`src/rtl/rtcp_pkg.sv`:
```
`timescale 1ns / 1ps
`default_nettype none
package rtcp_pkg;

  localparam int unsigned WordW = 32;

  typedef enum logic [2:0] {
    KIND_SR   = 3'd0,
    KIND_LAST = 3'd1,
    KIND_RRTR = 3'd2,
    KIND_ACK  = 3'd3,
    KIND_LOST = 3'd4,
    KIND_DONE = 3'd5
  } kind_t;

  localparam logic [1:0] STATUS_OK        = 2'd0;
  localparam logic [1:0] STATUS_BAD_VER   = 2'd1;
  localparam logic [1:0] STATUS_TRUNCATED = 2'd2;

  localparam logic [7:0] CFG_LOCAL_ID  = 8'd0;
  localparam logic [7:0] CFG_REMOTE_ID = 8'd1;
  localparam logic [7:0] CFG_APP_NAME  = 8'd2;
  localparam logic [7:0] CFG_ALL_LOST  = 8'd3;

  localparam logic [15:0] ALL_LOST_RESET = 16'hffff;

  // everything one byte leaves for the output side
  typedef struct packed {
    logic             has_main;
    kind_t            main_kind;
    logic [WordW-1:0] a;
    logic [WordW-1:0] b;
    logic [WordW-1:0] c;
    logic [WordW-1:0] d;
    logic [WordW-1:0] e;
    logic [7:0]       lost_mask;
    logic [15:0]      lost_pid;
    logic [WordW-1:0] lost_frame;
    logic             has_done;
    logic [1:0]       status;
  } job_t;

endpackage
`default_nettype wire

```
`src/rtl/rtcp_compound_packet_parser.sv`:
```
`timescale 1ns / 1ps
`default_nettype none
// channel | direction | content
// s_*     | in        | one packet byte per beat, tlast on the final byte
// m_*     | out       | one record per beat, tuser kind, tlast on the last record of a byte
// cfg_*   | in        | register index and 32-bit write data
//
// a byte is taken every cycle unless records from the previous byte are still queued;
// one byte gives at most a record plus up to eight lost ids plus packet done, one per cycle while m_tready is high
// a record reaches m_tvalid after its byte via the job register and then the output register
// while the output register stalls with records queued, s_tready stays low for every byte
// rst is synchronous and clears parse state, the config registers and the job and output valid flags
module rtcp_compound_packet_parser
  import rtcp_pkg::*;
(
  input  wire logic         clk,
  input  wire logic         rst,
  input  wire logic         s_tvalid,
  output logic              s_tready,
  input  wire logic [7:0]   s_tdata,    // packet_byte
  input  wire logic         s_tlast,    // final_byte
  output logic              m_tvalid,
  input  wire logic         m_tready,
  output logic [167:0]      m_tdata,    // parse_status, word_a, word_b, word_c, word_d, word_e
  output logic [2:0]        m_tuser,    // record_kind
  output logic              m_tlast,    // run_end
  input  wire logic         cfg_valid,
  output logic              cfg_ready,
  input  wire logic [7:0]   cfg_index,
  input  wire logic [31:0]  cfg_data
);

  logic [31:0] local_source_id;
  logic [31:0] remote_source_id;
  logic [31:0] app_feedback_name;
  logic [15:0] all_lost_marker;
  logic        job_load;
  logic        job_free;
  job_t        job;

  assign cfg_ready = 1'b1;
  assign s_tready  = job_free;

  always_ff @(posedge clk) begin
    if (rst) begin
      local_source_id   <= '0;
      remote_source_id  <= '0;
      app_feedback_name <= '0;
      all_lost_marker   <= ALL_LOST_RESET;
    end else if (cfg_valid) begin
      case (cfg_index)
        CFG_LOCAL_ID:  local_source_id   <= cfg_data;
        CFG_REMOTE_ID: remote_source_id  <= cfg_data;
        CFG_APP_NAME:  app_feedback_name <= cfg_data;
        CFG_ALL_LOST:  all_lost_marker   <= cfg_data[15:0];
        default: ;
      endcase
    end
  end

  rtcp_parser u_parser (
    .clk               (clk),
    .rst               (rst),
    .accept            (s_tvalid && s_tready),
    .packet_byte       (s_tdata),
    .final_byte        (s_tlast),
    .local_source_id   (local_source_id),
    .remote_source_id  (remote_source_id),
    .app_feedback_name (app_feedback_name),
    .all_lost_marker   (all_lost_marker),
    .job_load          (job_load),
    .job               (job)
  );

  rtcp_emitter u_emitter (
    .clk      (clk),
    .rst      (rst),
    .job_load (job_load),
    .job_in   (job),
    .job_free (job_free),
    .m_tvalid (m_tvalid),
    .m_tready (m_tready),
    .m_tdata  (m_tdata),
    .m_tuser  (m_tuser),
    .m_tlast  (m_tlast)
  );

endmodule
`default_nettype wire

```
`src/rtl/rtcp_parser.sv`:
```
`timescale 1ns / 1ps
`default_nettype none
module rtcp_parser
  import rtcp_pkg::*;
(
  input  wire logic        clk,
  input  wire logic        rst,
  input  wire logic        accept,
  input  wire logic [7:0]  packet_byte,
  input  wire logic        final_byte,
  input  wire logic [31:0] local_source_id,
  input  wire logic [31:0] remote_source_id,
  input  wire logic [31:0] app_feedback_name,
  input  wire logic [15:0] all_lost_marker,
  output logic             job_load,
  output job_t             job
);

  typedef enum logic [3:0] {
    PH_HDR, PH_SKIP, PH_SSRC, PH_SR_INFO, PH_RB, PH_FB_IDS, PH_FB_NAME,
    PH_FB_ACK, PH_FB_LOST, PH_XR_BLK, PH_XR_RRTR, PH_XR_SKIP
  } phase_t;

  function automatic logic [4:0] rec_len(phase_t ph);
    case (ph)
      PH_SR_INFO: rec_len = 5'd20;
      PH_RB:      rec_len = 5'd24;
      PH_FB_IDS, PH_FB_ACK, PH_FB_LOST, PH_XR_RRTR: rec_len = 5'd8;
      default:    rec_len = 5'd4;
    endcase
  endfunction

  phase_t      phase, phase_next;
  logic [17:0] sub_left, sub_left_next;
  logic [17:0] field_left, field_left_next;
  logic [7:0]  ptype, ptype_next;
  logic [4:0]  icount, icount_next;
  logic [7:0]  loop_cnt, loop_cnt_next;
  logic [31:0] shift, shift_next;
  logic [31:0] held [5];
  logic [31:0] held_next [5];
  logic [1:0]  err, err_next;

  always_comb begin
    logic [4:0]  total;
    logic [4:0]  idx;
    logic [31:0] w;
    logic        fin_rec;
    phase_next      = phase;
    sub_left_next   = sub_left;
    field_left_next = field_left;
    ptype_next      = ptype;
    icount_next     = icount;
    loop_cnt_next   = loop_cnt;
    shift_next      = shift;
    for (int i = 0; i < 5; i++) held_next[i] = held[i];
    err_next        = err;
    job             = '0;
    total           = 5'd4;
    idx             = '0;
    w               = '0;
    fin_rec         = 1'b0;

    if (err == STATUS_OK) begin
      if (phase == PH_HDR) begin
        shift_next = {shift[23:0], packet_byte};
        if (field_left == '0 && packet_byte[7:6] != 2'd2) begin
          err_next = STATUS_BAD_VER;
        end else begin
          if (field_left == '0) icount_next = packet_byte[4:0];
          field_left_next = field_left + 18'd1;
          if (field_left_next >= 18'd4) begin
            ptype_next    = shift_next[23:16];
            sub_left_next = {shift_next[15:0], 2'b00};
            if (ptype_next == 8'd200 || ptype_next == 8'd201 || ptype_next == 8'd207)
              phase_next = PH_SSRC;
            else if (ptype_next == 8'd206 && icount_next == 5'd15)
              phase_next = PH_FB_IDS;
            else
              phase_next = PH_SKIP;
            field_left_next = (phase_next == PH_SKIP) ? 18'd0 : {13'd0, rec_len(phase_next)};
            shift_next = '0;
            if (sub_left_next == '0) begin
              if (phase_next == PH_SKIP) begin
                phase_next = PH_HDR;
                field_left_next = '0;
              end else begin
                err_next = STATUS_TRUNCATED;
              end
            end
          end
        end
      end else begin
        sub_left_next = sub_left - 18'd1;
        if (phase == PH_XR_SKIP) begin
          if (field_left != '0) field_left_next = field_left - 18'd1;
          if (field_left_next == '0) begin
            phase_next = PH_XR_BLK;
            field_left_next = 18'd4;
            shift_next = '0;
          end
        end else if (phase != PH_SKIP) begin
          total = rec_len(phase);
          shift_next = {shift[23:0], packet_byte};
          if (field_left != '0) field_left_next = field_left - 18'd1;
          if (field_left_next[1:0] == 2'b00 && field_left_next < {13'd0, total}) begin
            idx = ((total - field_left_next[4:0]) >> 2) - 5'd1;
            if (idx < 5'd5) held_next[idx[2:0]] = shift_next;
            fin_rec = (field_left_next == '0);
          end
        end
        if (fin_rec) begin
          w = shift_next;
          case (phase)
            PH_SSRC: begin
              if (w != remote_source_id) phase_next = PH_SKIP;
              else if (ptype == 8'd200) phase_next = PH_SR_INFO;
              else if (ptype == 8'd201) phase_next = (icount != '0) ? PH_RB : PH_SKIP;
              else phase_next = PH_XR_BLK;
            end
            PH_SR_INFO: begin
              job.has_main = 1'b1;
              job.main_kind = KIND_SR;
              job.a = held_next[0];
              job.b = held_next[1];
              job.c = held_next[2];
              job.d = held_next[3];
              job.e = w;
              phase_next = (icount != '0) ? PH_RB : PH_SKIP;
            end
            PH_RB: begin
              if (held_next[0] == local_source_id) begin
                job.has_main = 1'b1;
                job.main_kind = KIND_LAST;
                job.a = held_next[4];
                job.b = w;
              end
              icount_next = icount - 5'd1;
              phase_next = (icount_next != '0) ? PH_RB : PH_SKIP;
            end
            PH_FB_IDS:  phase_next = (held_next[0] == remote_source_id) ? PH_FB_NAME : PH_SKIP;
            PH_FB_NAME: phase_next = (w == app_feedback_name) ? PH_FB_ACK : PH_SKIP;
            PH_FB_ACK: begin
              job.has_main = 1'b1;
              job.main_kind = KIND_ACK;
              job.a = held_next[0];
              job.b = {16'd0, w[15:0]};
              job.c = remote_source_id;
              loop_cnt_next = w[31:24];
              phase_next = (loop_cnt_next != '0) ? PH_FB_LOST : PH_SKIP;
            end
            PH_FB_LOST: begin
              job.has_main = 1'b1;
              job.main_kind = KIND_LOST;
              job.a = held_next[0];
              job.b = {16'd0, w[31:16]};
              job.lost_pid = w[31:16];
              job.lost_frame = held_next[0];
              job.lost_mask = (w[31:16] != all_lost_marker) ? w[15:8] : 8'd0;
              loop_cnt_next = loop_cnt - 8'd1;
              phase_next = (loop_cnt_next != '0) ? PH_FB_LOST : PH_SKIP;
            end
            PH_XR_BLK: begin
              if (w[31:24] == 8'd4) begin
                if (w[15:0] != 16'd2) err_next = STATUS_TRUNCATED;
                else phase_next = PH_XR_RRTR;
              end else if (w[15:0] == 16'd0) begin
                phase_next = PH_XR_BLK;
              end else begin
                phase_next = PH_XR_SKIP;
              end
            end
            PH_XR_RRTR: begin
              job.has_main = 1'b1;
              job.main_kind = KIND_RRTR;
              job.a = held_next[0];
              job.b = w;
              phase_next = PH_XR_BLK;
            end
            default: phase_next = PH_SKIP;
          endcase
          if (err_next == STATUS_OK) begin
            field_left_next = (phase_next == PH_SKIP) ? 18'd0 : {13'd0, rec_len(phase_next)};
            if (phase_next == PH_XR_SKIP) field_left_next = {w[15:0], 2'b00};
            shift_next = '0;
          end
        end
        if (err_next == STATUS_OK && sub_left_next == '0) begin
          if (phase_next == PH_SKIP || (phase_next == PH_XR_BLK && field_left_next == 18'd4)) begin
            phase_next = PH_HDR;
            field_left_next = '0;
            shift_next = '0;
          end else begin
            err_next = STATUS_TRUNCATED;
          end
        end
      end
    end

    if (final_byte) begin
      if (err_next == STATUS_OK && !(phase_next == PH_HDR && field_left_next == '0))
        err_next = STATUS_TRUNCATED;
      job.has_done = 1'b1;
      job.status = err_next;
      phase_next      = PH_HDR;
      field_left_next = '0;
      shift_next      = '0;
      sub_left_next   = '0;
      ptype_next      = '0;
      icount_next     = '0;
      loop_cnt_next   = '0;
      for (int i = 0; i < 5; i++) held_next[i] = '0;
      err_next        = STATUS_OK;
    end
  end

  assign job_load = accept && (job.has_main || job.has_done);

  always_ff @(posedge clk) begin
    if (rst) begin
      phase      <= PH_HDR;
      sub_left   <= '0;
      field_left <= '0;
      ptype      <= '0;
      icount     <= '0;
      loop_cnt   <= '0;
      shift      <= '0;
      for (int i = 0; i < 5; i++) held[i] <= '0;
      err        <= STATUS_OK;
    end else if (accept) begin
      phase      <= phase_next;
      sub_left   <= sub_left_next;
      field_left <= field_left_next;
      ptype      <= ptype_next;
      icount     <= icount_next;
      loop_cnt   <= loop_cnt_next;
      shift      <= shift_next;
      for (int i = 0; i < 5; i++) held[i] <= held_next[i];
      err        <= err_next;
    end
  end

endmodule
`default_nettype wire

```
`src/rtl/rtcp_emitter.sv`:
```
`timescale 1ns / 1ps
`default_nettype none
module rtcp_emitter
  import rtcp_pkg::*;
(
  input  wire logic         clk,
  input  wire logic         rst,
  input  wire logic         job_load,
  input  job_t              job_in,
  output logic              job_free,
  output logic              m_tvalid,
  input  wire logic         m_tready,
  output logic [167:0]      m_tdata,  // parse_status, word_a..word_e, zero pad
  output logic [2:0]        m_tuser,  // record_kind
  output logic              m_tlast   // run_end
);

  job_t        job;
  logic        job_valid;
  logic        out_free;
  logic        can_emit;
  logic        last;
  logic [2:0]  low_idx;
  logic [7:0]  mask_left;
  kind_t       kind_sel;
  logic [1:0]  status_sel;
  logic [31:0] a_sel, b_sel, c_sel, d_sel, e_sel;

  always_comb begin
    low_idx = '0;
    for (int i = 7; i >= 0; i--) if (job.lost_mask[i]) low_idx = 3'(i);
  end

  always_comb begin
    mask_left  = job.lost_mask;
    kind_sel   = KIND_DONE;
    status_sel = STATUS_OK;
    a_sel = '0; b_sel = '0; c_sel = '0; d_sel = '0; e_sel = '0;
    if (job.has_main) begin
      kind_sel = job.main_kind;
      a_sel = job.a; b_sel = job.b; c_sel = job.c; d_sel = job.d; e_sel = job.e;
    end else if (job.lost_mask != '0) begin
      kind_sel = KIND_LOST;
      a_sel = job.lost_frame;
      b_sel = {16'd0, job.lost_pid + {13'd0, low_idx} + 16'd1};
      mask_left[low_idx] = 1'b0;
    end else begin
      status_sel = job.status;
    end
    last = job.has_main ? (job.lost_mask == '0 && !job.has_done)
                        : (job.lost_mask != '0 ? (mask_left == '0 && !job.has_done) : 1'b1);
  end

  assign out_free = !m_tvalid || m_tready;
  assign can_emit = job_valid && out_free;
  assign job_free = !job_valid || (can_emit && last);

  always_ff @(posedge clk) begin
    if (rst) begin
      job_valid <= 1'b0;
      m_tvalid  <= 1'b0;
    end else begin
      if (can_emit) begin
        m_tvalid <= 1'b1;
        m_tuser  <= kind_sel;
        m_tlast  <= last;
        m_tdata  <= {6'd0, e_sel, d_sel, c_sel, b_sel, a_sel, status_sel};
      end else if (m_tready) begin
        m_tvalid <= 1'b0;
      end
      if (job_load) begin
        job_valid <= 1'b1;
        job       <= job_in;
      end else if (can_emit) begin
        if (last) job_valid <= 1'b0;
        if (job.has_main) job.has_main <= 1'b0;
        else job.lost_mask <= mask_left;
      end
    end
  end

  a_done_ends_run: assert property (@(posedge clk) disable iff (rst)
    m_tvalid && m_tuser == KIND_DONE |-> m_tlast)
    else $error("packet done beat without run end");

  a_status_only_on_done: assert property (@(posedge clk) disable iff (rst)
    m_tvalid && m_tuser != KIND_DONE |-> m_tdata[1:0] == STATUS_OK)
    else $error("status on a non-done beat");

  a_job_has_work: assert property (@(posedge clk) disable iff (rst)
    job_valid |-> job.has_main || job.lost_mask != '0 || job.has_done)
    else $error("pending job with nothing to send");

  a_no_overwrite: assert property (@(posedge clk) disable iff (rst)
    job_load |-> job_free)
    else $error("job loaded while previous one still pending");

endmodule
`default_nettype wire

```
`config.mk`:
```
export PLATFORM = sky130hd
export DESIGN_NAME = rtcp_compound_packet_parser
export DESIGN_NICKNAME = d
export VERILOG_FILES = /design/src/rtl/rtcp_pkg.sv /design/src/rtl/rtcp_compound_packet_parser.sv /design/src/rtl/rtcp_parser.sv /design/src/rtl/rtcp_emitter.sv
export SDC_FILE = /design/constraint.sdc
export NUM_CORES = 2
export LEC_CHECK = 0
export BUFFER_PORTS_ARGS = -buffer_cell sky130_fd_sc_hd__buf_4
export CAP_MARGIN = 25
export CORE_ASPECT_RATIO = 0.75
export CORE_MARGIN = 4
export CORE_UTILIZATION = 35
export CTS_CLUSTER_DIAMETER = 50
export DETAILED_ROUTE_END_ITERATION = 10
export HOLD_SLACK_MARGIN = 0.08
export PLACE_DENSITY_LB_ADDON = 0.1
export REMOVE_ABC_BUFFERS = 1
export SYNTH_ARGS = -nofsm -noshare
export SYNTH_HDL_FRONTEND = slang
export SYNTH_HIERARCHICAL = 1
export SYNTH_SLANG_ARGS = --single-unit
```
`constraint.sdc`:
```
create_clock -name clk -period 17.8 [get_ports clk]
set_input_delay 2.67 -clock clk [delete_from_list [all_inputs] [get_ports clk]]
set_output_delay 2.67 -clock clk [all_outputs]
set_load 0.01 [all_outputs]
```
==> flow_metrics.tcl <==
set metrics [dict create \
    synth-async-reset-ratio_pct 0 \
    io_buffers 221 \
    synth-seq-cells 758 \
    arrival_ns 10.25 \
    cts_root_buf "clkbuf_16" \
    syn_to_final_growth_pct 16.5 \
    final.setup.tns_ns 0 \
    htreeDepth 3 \
    cpMostUsedCell "buf_4" \
    dp_hpwl_microns 112000 \
    final_antenna_net_count 0 \
    highest_layer "met5" \
    end_kind "flip-flop" \
    synth_seq_area_share_pct 52.3 \
    place_congestion 0.968 \
    antenna_found_initial 6 \
    drv_slew 0 \
    finalHoldViolations 0 \
    period_share_pct 55.7 \
    drt-met1-wl_microns 76800 \
    tightestPinTransition_ns 1.29 \
    ios 229 \
    period_minus_slack_ns 9.92 \
    synth_flop_cell "edfxtp_1" \
    grt.total_usage_pct 26.8 \
    rows 106 \
    initial_utilization_pct 35.4 \
    fin_skew_ns 0.0487 \
    crit_type "flip-flop to flip-flop" \
    synth-edff-count 549 \
    cts_tree "built" \
    rsz0062_at_grt "false" \
    max_slew_margin_pct 14.2 \
    regArea_sq_um 20700 \
    synth_cell_types 108 \
    cts_buffers 94 \
    post_cts_buffers 0 \
    wirelength_microns 163000 \
    die_area_sq_um 118000 \
    nFillCells 11000 \
    maxCapViolCount 0 \
    synth_area_sq_um 39500 \
    hold_ws_ns 0.479 \
    holdCritPathClass "flip-flop to flip-flop" \
    final_cell_mix "691 x nor2_1, 549 x edfxtp_1, 330 x buf_4, 237 x nand2_1, 228 x mux2i_1" \
    routed-wl-met2_microns 65400 \
    synth_compound_area_share_pct 14.3 \
    grt_max_degree 106 \
    start_kind "flip-flop" \
    crit_family "simple AND/OR/NAND/NOR gates" \
    grt_pass1_vias 30800 \
    clkTransAtPathRegs_ns 0.06 \
    fin_ws_ns 7.88 \
    setup_viol 0 \
    fin_util_pct 41.2 \
    ctsHoldBuffers 0 \
    avgSynthCellArea_sq_um 9.91 \
    wl_per_cell_microns 28.6 \
    dieHeight_microns 299 \
    yosys.area_share.xor_xnor_pct 2.75 \
    syn_inst 3987 \
    p_per_area_nw_per_um2 111 \
    die_w_microns 396 \
    peakVddDrop_uv 94.2 \
    grt_overflow 0 \
    clock-sinks 758 \
    cp_num_buf_inv 5 \
    cp.required_ns 18.13 \
    firstDrtPassIters 10 \
    status "finished, final reports clean" \
    drt-initial-drc-count 4278 \
    drive_above_1_share_pct 14.2 \
    p_leak_nw 16.3 \
    vias 33200 \
    crit_path_max_fanout 87 \
    multi_input_area_sq_um 17300 \
    cts_resized 0 \
    synth-simple-area-share_pct 19.8 \
    yosys.area_share.adder_pct 0.589 \
    met3_length_microns 16000 \
    yosysWarnings 6 \
    grt_first_pass_wirelength_microns 233000 \
    nNetsFinal 4183 \
    clk_latency_ns 0.72 \
    clock_path_buffers 3 \
    synth_top_family_by_area "simple AND/OR/NAND/NOR gates" \
    core_sq_um 112000 \
    layout_commonest_cell "nor2_1" \
    cp_slowest_cell "buf_4" \
    via_per_inst 5.82 \
    synth.area.mux_share_pct 5.81 \
    route.detailed.drc 0 \
    max_stage_delay_ns 0.78 \
    max_freq_ghz 0.101 \
    preCtsSetupSlack_ns 8.01 \
]
==> routing by layer <==
layer | up-vias | GRT usage [%]
met5 | - | 0
met1 | 16500 | 40.8
met3 | 334 | 6.89
met2 | 1706 | 36.7
li1 | 14700 | -
met4 | 4 | 8.27
==> sequential cells by signal, indices dropped and copies added (netlist names) <==
register	cells
u_emitter/job	223
u_emitter/m_tdata	162
u_parser/held	160
app_feedback_name	32
local_source_id	32
remote_source_id	32
u_parser/shift	32
u_parser/field_left	18
u_parser/sub_left	18
all_lost_marker	16
u_parser/loop_cnt	8
u_parser/ptype	8
u_parser/icount	5
u_parser/phase	4
u_emitter/m_tuser	3
u_parser/err	2
u_emitter/job_valid	1
u_emitter/m_tlast	1
u_emitter/m_tvalid	1
==> where the power goes <==
group          switching, mW  total, mW  internal [mW]
sequential            0.0411       2.01           1.97
combinational          0.797       1.14          0.347
clock                  0.828       1.96           1.13
total                   1.67       5.11           3.44
==> worst reg2reg max path, delay by kind of cell, from the launching register on <==
family                   cells  cell delay, ns
AO/OA/AOI/OAI                5            1.73
flip-flops                   1            0.49
AND/OR/NAND/NOR             10            3.26
adder cells (fa/ha/maj)      2            0.58
multiplexers                 1            0.49
buffers and inverters        5            2.39
XOR/XNOR                     3            0.53
==> final timing paths <==
| path | slack (ns) | to | cells past startpoint | from |
|---|---|---|---|---|
| worst max register to register | 7.88 | u_emitter/job[185]$_DFFE_PP_ | 26 | u_parser/field_left[9]$_SDFFE_PP0P_ |
| worst min register to register | 0.48 | u_emitter/m_tvalid$_SDFFE_PP0P_ | 2 | u_emitter/job_valid$_SDFFE_PP0P_ |
| worst min-delay path | 0.48 | u_emitter/m_tvalid$_SDFFE_PP0P_ | 2 | u_emitter/job_valid$_SDFFE_PP0P_ |
| worst max-delay path | 7.88 | u_emitter/job[185]$_DFFE_PP_ | 26 | u_parser/field_left[9]$_SDFFE_PP0P_ |
==> Yosys cell counts (17+ instances only) <==
cell type    n  area, sq um
nor2_1     695         2610
edfxtp_1   549        16500
clkbuf_1   259          972
nand2_1    241          905
mux2i_1    228         2280
a21oi_1    217         1090
dfxtp_1    209         4180
nand2b_1   148          926
o21ai_0    146          731
and2_1     123          769
nor3_1     102          510
inv_1      100          375
xnor2_1     94          823
o22ai_1     66          413
nor4_1      55          344
o22a_1      50          438
nand4_1     46          288
nand3_1     45          225
a221oi_1    44          385
a211oi_1    33          248
a22oi_1     30          225
xor2_1      30          263
o31ai_1     27          203
and3_1      24          150
buf_1       18         67.6
nor2b_1     18          113
ha_1        17          213
==> logic make-up after synthesis <==
group,Yosys count
buffers and inverters,420
xor gates and xnor gates,124
AOI/OAI and AO/OA,827
DFF,758
adders and majority gates,18
muxes,229
other,2
and+or+nand+nor,1609
==> final cells by class <==
cell class	instances	area share [%]
inverters	103	0.867
multi-input cells	2814	37.5
flip-flops and latches	758	44.9
well taps	1512	4.11
clock buffers	111	5.30
diodes	4	0.0218
repair buffers	340	5.65
clock inverters	67	1.59
==> metrics by stage <==
| stage | std cells | cell area, sq um | power, mW |
|---|---|---|---|
| after floorplan | 3675 | 38200 | 2.73 |
| after detailed placement | 5523 | 42800 | 3.15 |
| after global placement | 5516 | 42700 | 3.14 |
| after CTS | 5701 | 46000 | 5.11 |
| final | 5709 | 46000 | 5.11 |
| after global routing | 5705 | 46000 | 5.29 |
(Power assumes the default switching activity.)
